**src/rtl/ouv_pkg.sv**
```systemverilog
// Package for the orthogonal unit vector block: widths, pipeline depths and word types.
// Used by every module in the rtl folder; depends on nothing else.
package ouv_pkg;

    localparam int COMP_W       = 32;
    localparam int MAG_W        = 32;
    localparam int SQ_W         = 2 * MAG_W;
    localparam int FRAC_BITS    = 60;
    localparam int QUOT_W       = FRAC_BITS + 1;
    localparam int DIV_STEPS    = FRAC_BITS + 1;
    localparam int SQRT_STEPS   = FRAC_BITS / 2 + 1;
    localparam int ROOT_W       = SQRT_STEPS;
    localparam int RAD_W        = FRAC_BITS + 2;
    localparam int PROD_W       = 2 * ROOT_W;
    localparam int UNIT_SHIFT   = FRAC_BITS / 2;
    localparam int FRONT_STAGES = 4;
    localparam int SIDE_DEPTH   = DIV_STEPS + SQRT_STEPS;
    localparam int LATENCY      = FRONT_STAGES + DIV_STEPS + SQRT_STEPS + 2;

    localparam logic signed [COMP_W-1:0] UNIT_ONE = COMP_W'(1) <<< UNIT_SHIFT;

    typedef enum logic [1:0] {
        AXIS_X = 2'd0,
        AXIS_Y = 2'd1,
        AXIS_Z = 2'd2
    } t_axis;

    typedef struct packed {
        logic signed [COMP_W-1:0] ref_x;
        logic signed [COMP_W-1:0] ref_y;
        logic signed [COMP_W-1:0] ref_z;
    } t_in;

    typedef struct packed {
        logic signed [COMP_W-1:0] unit_x;
        logic signed [COMP_W-1:0] unit_y;
        logic signed [COMP_W-1:0] unit_z;
        logic                     zero_input;
    } t_out;

    // Operands handed from the front end to the dividers.
    typedef struct packed {
        logic [SQ_W-1:0] s;
        logic [SQ_W-1:0] t;
        logic [SQ_W-1:0] sq_k;
        logic [SQ_W-1:0] sq_j1;
        logic [SQ_W-1:0] sq_j2;
    } t_front;

    // Control that rides alongside the arithmetic pipelines.
    typedef struct packed {
        logic  valid;
        t_axis axis;
        logic  neg_k;
        logic  neg_j1;
        logic  neg_j2;
        logic  zero;
    } t_side;

endpackage

```
**src/rtl/ouv_sqrt.sv**
```systemverilog
// Pipelined integer square root of a value up to 2^60, one result bit a stage.
// Depends on ouv_pkg.
module ouv_sqrt (
    input  logic                        i_clk,
    input  logic [ouv_pkg::QUOT_W-1:0]  i_rad,
    output logic [ouv_pkg::ROOT_W-1:0]  o_root
);
    import ouv_pkg::*;

    logic [RAD_W-1:0] r_rad [SQRT_STEPS-1];
    logic [RAD_W-1:0] r_res [SQRT_STEPS];

    for (genvar g = 0; g < SQRT_STEPS; g++) begin : g_step
        localparam logic [RAD_W-1:0] STEP_BIT = RAD_W'(1) << (2 * (SQRT_STEPS - 1 - g));
        logic [RAD_W-1:0] rad_in;
        logic [RAD_W-1:0] res_in;
        logic [RAD_W-1:0] trial;
        logic             ge;
        logic [RAD_W-1:0] n_res;

        if (g == 0) begin : g_head
            assign rad_in = RAD_W'(i_rad);
            assign res_in = '0;
        end else begin : g_body
            assign rad_in = r_rad[g-1];
            assign res_in = r_res[g-1];
        end

        assign trial = res_in + STEP_BIT;
        assign ge    = (rad_in >= trial);
        assign n_res = ge ? ((res_in >> 1) + STEP_BIT) : (res_in >> 1);

        always_ff @(posedge i_clk) begin
            r_res[g] <= n_res;
        end

        if (g < SQRT_STEPS - 1) begin : g_pass
            logic [RAD_W-1:0] n_rad;
            assign n_rad = ge ? (rad_in - trial) : rad_in;
            always_ff @(posedge i_clk) begin
                r_rad[g] <= n_rad;
            end
        end
    end

    assign o_root = r_res[SQRT_STEPS-1][ROOT_W-1:0];

endmodule

```
**config.mk**
```make
export PLATFORM = sky130hd
export DESIGN_NAME = ouv_sqrt
export DESIGN_NICKNAME = d
export VERILOG_FILES = /design/src/rtl/ouv_pkg.sv /design/src/rtl/ouv_sqrt.sv
export SDC_FILE = /design/constraint.sdc
export NUM_CORES = 2
export LEC_CHECK = 0
export BUFFER_PORTS_ARGS = -buffer_cell sky130_fd_sc_hd__clkbuf_2
export CORE_AREA = 2 2 379 381
export DETAILED_ROUTE_END_ITERATION = 6
export DIE_AREA = 0 0 381 383
export PLACE_DENSITY = 0.86
export SYNTH_ARGS = -nofsm -noshare
export SYNTH_HDL_FRONTEND = slang
export SYNTH_SLANG_ARGS = --single-unit
```
**constraint.sdc**
```tcl
create_clock -name i_clk -period 4.48 [get_ports i_clk]
set_input_delay 0.448 -clock i_clk [delete_from_list [all_inputs] [get_ports i_clk]]
set_output_delay 0.448 -clock i_clk [all_outputs]
set_load 0.01 [all_outputs]
```
* Word level (Yosys, flattened, before mapping) *
Memory sizes are Yosys's and may differ from the RTL's.
Index checks and enable logic that the tools add are counted.

operators by class
  $add $sub $neg = 90
  multiplexer cells = 61
  $lt $le $gt $ge = 31

operators by type and width
  operator                  number
  $mux W62                  60
  $ge A62 B62 Y1            30
  $sub A62 B62 Y62          29
  $add A61 B1 Y62 const B   1
  $add A61 B11 Y62 const B  1
  $add A61 B13 Y62 const B  1
  $add A61 B15 Y62 const B  1
  $add A61 B17 Y62 const B  1
  $add A61 B19 Y62 const B  1
  $add A61 B21 Y62 const B  1
  $add A61 B23 Y62 const B  1
  $add A61 B25 Y62 const B  1
  $add A61 B27 Y62 const B  1
  $add A61 B29 Y62 const B  1
  $add A61 B3 Y62 const B   1
  $add A61 B31 Y62 const B  1
  $add A61 B33 Y62 const B  1
  $add A61 B35 Y62 const B  1
  $add A61 B37 Y62 const B  1
  $add A61 B39 Y62 const B  1
  $add A61 B41 Y62 const B  1
  $add A61 B43 Y62 const B  1
  $add A61 B45 Y62 const B  1
  $add A61 B47 Y62 const B  1
  other kinds (42)          42

storage, ports and cells
  register bits after elaboration = 0
  logic and storage cells = 184
  memory bits (writable) = 3782
  memories kept = 2

memory list
  memory  depth  width  rd ports  clocked after memory_dff  wr ports  RTL line        source
  r_res   31     62     31        0                         31        ouv_sqrt.sv:11  logic [RAD_W-1:0] r_res [SQRT_STEPS];
  r_rad   30     62     30        0                         30        ouv_sqrt.sv:10  logic [RAD_W-1:0] r_rad [SQRT_STEPS-1];

* Logic depth before layout (Yosys ltp) *
An unclocked memory read counts as a cell.

  depth after elaboration = 4
  gate-level depth with buffers = 14

* Worst setup path after synthesis *
OpenSTA, ideal clock, no wires.

  kind = reg2reg
  start = mem r_res[1][748] (netlist name)
  end = mem r_rad[7][120] (netlist name)
  required time = 4362 ps
  cell stages (with the launch flop) = 13
  setup time = 118 ps
  slack = 931 ps
  period minus slack after synthesis = 3549 ps
  data arrival time = 3430 ps
  cells stage by stage = dfxtp_1 > inv_1 > ha_1 > nor4bb_1 > nand4_1 > or4_1 > or4_1 > o41ai_2 > o211ai_1 > or4_4 > nor3_2 > or3b_1 > xnor2_1

RTL lines
  element          RTL line
  start, declared  ouv_sqrt.sv:11
  end, declared    ouv_sqrt.sv:10

==> results by group <==
Run status
  • Status: finished, violations left
  • Violated checks: DRC, setup timing

STA
  • Slew Limit Headroom: 13.80%
  • Final Cycle Share: 101.6%
  • Setup ws final: -0.07018 ns
  • Setup violations, final: 1
  • Max Freq: 0.2198 GHz
  • RSZ-0062 raised after global routing: false
  • Worst Tran Pin Value: 1.281 ns
  • Final Max Tran Viols: 0
  • Setup TNS Final: -0.07018 ns
  • Final Hold Fails: 0
  • Clk_skew: 0.08938 ns
  • Minimum clock period: 4.550 ns

Critical path
  • Worst reg2reg startpoint: r_res[0][302]
  • R2R setup slack: -0.07 ns
  • Worst EP arrival: 5.34 ns
  • Startpoint Class: flip-flop
  • Reg2Reg Depth: 10
  • Crit-path max FO: 15
  • Crit path capture type: flip-flop
  • RR Endpoint: r_rad[1][123]
  • Crit Path Category: flip-flop to flip-flop
  • Critical path required time: 5.27 ns

Yosys
  • Post-synthesis sequential area ratio: 53.02%
  • Post-synth top area share: 53.02%
  • EDFF count, synth: 0
  • Synth Cell Area: 88,950 um^2
  • Avg Inst Size Synth: 9.998 um^2
  • Async SR Flop Fraction: 0%
  • Ys flop type: dfxtp_1
  • Unique cell type count in the Yosys netlist: 89
  • Yosys reg bits: 2,356
  • Synth area leader: dfxtp_1
  • Top cells by area, synth: dfxtp_1, ha_1, xnor2_1
  • Warnings from Yosys: 0
  • Syn Inst Count: 8,897

Floorplanning
  • Starting Density: 62.53%
  • Die Y: 383 um
  • Area of the die: 145,900 um^2
  • I/O pin cnt: 93
  • Num rows: 139
  • Core Area: 142,300 um^2
  • Horiz. Die Dim: 381 um

Worst hold path
  • Beginning of the worst hold path: i_rad[58]
  • Worst Hold Class: primary input to flip-flop
  • Hold Crit Endpoint: r_rad[0][58]
  • Hold path depth: 2

Clock network
  • Clock buffer depth: 3
  • Clk Latency, worst-skew pair: 0.88 ns
  • Number of H-tree levels: 4
  • Cts bufs inserted: 215
  • # clock sinks: 2,356
  • Register clock-pin slew on the reported worst setup and hold paths: 0.08 ns
  • Root Driver: clkbuf_16
  • CTS tree: yes

Drt
  • DRC viols: 42
  • Wirelength per Cell: 21.51 um
  • DRT antenna net count: 0
  • Final wirelength: 241.5 mm
  • Drt via density: 6.056
  • DR iter-0 viols: 6,130
  • Drt first pass iters: 7
  • Vias after detailed routing: 68,000

Placed design
  • Final GP Congestion: 0.9440
  • Post-placement cell area: 91,580 um^2
  • Port bufs: 92
  • Post-DP HPWL: 164.8 mm

Power and ir drop
  • Leak: 46.11 nW
  • Power per cell area: 651.9 nW/um^2
  • Max IR drop VDD: 0.0005518 V

Global routing
  • Grt total ovfl: 0
  • Vias in the first global route: 68,130
  • Largest net degree at the start of global routing: 56
  • Global-route wire length before repair: 374.6 mm
  • Initial antenna violation count: 12
  • Total GRT Usage: 32.14%

Layout
  • Area grow syn2layout: 12.59%
  • Net count, final: 9,724
  • Sequential standard cell area: 47,170 um^2
  • Layout cells sized above 1: 7.251%
  • Fillers: 9,603
  • Multi-input gate area: 38,740 um^2
  • Core Util, Final: 70.40%
  • Post-route design area: 100,200 um^2

Flow run
  • Max_cap viols: 0
## synth_stat cells (all sizes together) (10+ instances only)
master	instances
a31oi	37
or4	71
mux2	86
o31ai	37
a31o	10
a21boi	24
o2111ai	10
or2	30
nor3	233
buf	18
ha	523
nand2b	93
o21bai	43
a211o	12
nor4b	53
nor2b	86
o41ai	15
clkbuf	165
or3	92
nand2	516
xor2	392
nor3b	27
nand3	149
o21ai	379
and2	35
inv	645
nand4	142
mux2i	12
and4b	12
nand3b	25
dfxtp	2356
nor2	611
xnor2	430
o211ai	29
a211oi	43
a21oi	577
nor4	317
and3	43
and4	21
nand4b	25
a2111oi	17
o31a	16
o21a	100
a21o	235
## cells by family (layout without fill, tap and decap cells)
group	count (synthesis)	after routing	synth area share [%]
fa+ha+maj	523	523	7.357
simple gates	2597	2597	15.15
flops	2356	2356	53.02
mux	98	98	1.224
compound gates	1672	1672	11.64
buf+inv	828	1253	3.500
other cells	1	4	0.004216
xor+xnor	822	822	8.094
## timing repair
item                                    4_1_cts  5_1_grt
setup buffers                                 0        1
endpoints found under the hold margin        61        0
gates resized for setup                       0        1
hold buffers                                 61        0
endpoints found under the setup margin        0        6
## worst max path at each step
stage / start / end / cells after the start
4_1_cts: r_res[1][748] / r_rad[7][120] / 12
3_3_place_gp: r_res[1][748] / r_rad[7][120] / 12
3_5_place_dp: r_res[1][748] / r_rad[7][120] / 12
5_1_grt: r_res[0][302] / r_rad[1][123] / 10
2_1_floorplan: r_res[1][748] / r_rad[7][120] / 12
6_report: r_res[0][302] / r_rad[1][123] / 10
## power by group
group | internal (mW) | switching (mW) | leakage [nW]
sequential | 25.5 | 4.38 | 19.7
clock | 11.6 | 8.53 | 3.83
combinational | 6.56 | 8.65 | 22.5
total | 43.7 | 21.6 | 46.1
## per-stage QoR
| step | power (mW) | worst slack (ns) | hold WS [ns] | instances |
|---|---|---|---|---|
| after global routing | 67.89 | 0.04737 | 0.1963 | 11230 |
| after CTS | 64.55 | 0.3808 | 0.1711 | 11230 |
| after floorplan | 39.71 | 0.9313 | 0.3224 | 8898 |
| after global placement | 43.86 | 0.3800 | 0.3266 | 10760 |
| after detailed placement | 44.43 | 0.4187 | 0.3307 | 10760 |
| final | 65.29 | -0.07018 | 0.1925 | 11230 |
## registers in the layout, summed over array words and instances, names as in the netlist
name	count
r_res	496
r_rad	1860
## area by class of cell
cell class	count	area share, %
Sequential cell	2356	47.09
Tap cell	1903	2.377
Inverter	645	2.417
Clock inverter	124	1.941
Antenna cell	2	0.004997
Multi-Input combinational cell	5714	38.68
Clock buffer	277	5.995
Timing Repair Buffer	207	1.487
## critical path, stage by stage (launching register included)
cell and delay, ns:
dfxtp_1 0.40, inv_1 0.11, ha_1 0.43, nor4b_1 0.66, nand4_1 0.36, nor4_1 0.44
nor4b_1 0.16, nand3_1 0.64, nand3_1 0.43, nor4_1 0.53, xor2_1 0.27
## layer usage
layer / track usage [%] / wire [um] / vias up
met1: 37.31 / 93130 / 32240
met4: 16.50 / 13530 / 6
met2: 55.72 / 116300 / 3238
met3: 7.020 / 18500 / 1018
met5: 0 / 36 / -
li1: - / - / 31500
## layout by cell type, fill, tap and decap left out, types with 142 or more instances in the layout
cell	n
nand3_1	149
nand4_1	142
a21o_1	235
nor3_1	231
a21oi_1	577
inv_1	644
nor4_1	316
o21ai_0	378
ha_1	523
dfxtp_1	2356
nor2_1	611
clkbuf_16	216
xnor2_1	430
xor2_1	392
nand2_1	515
(Power assumes the default switching activity.)
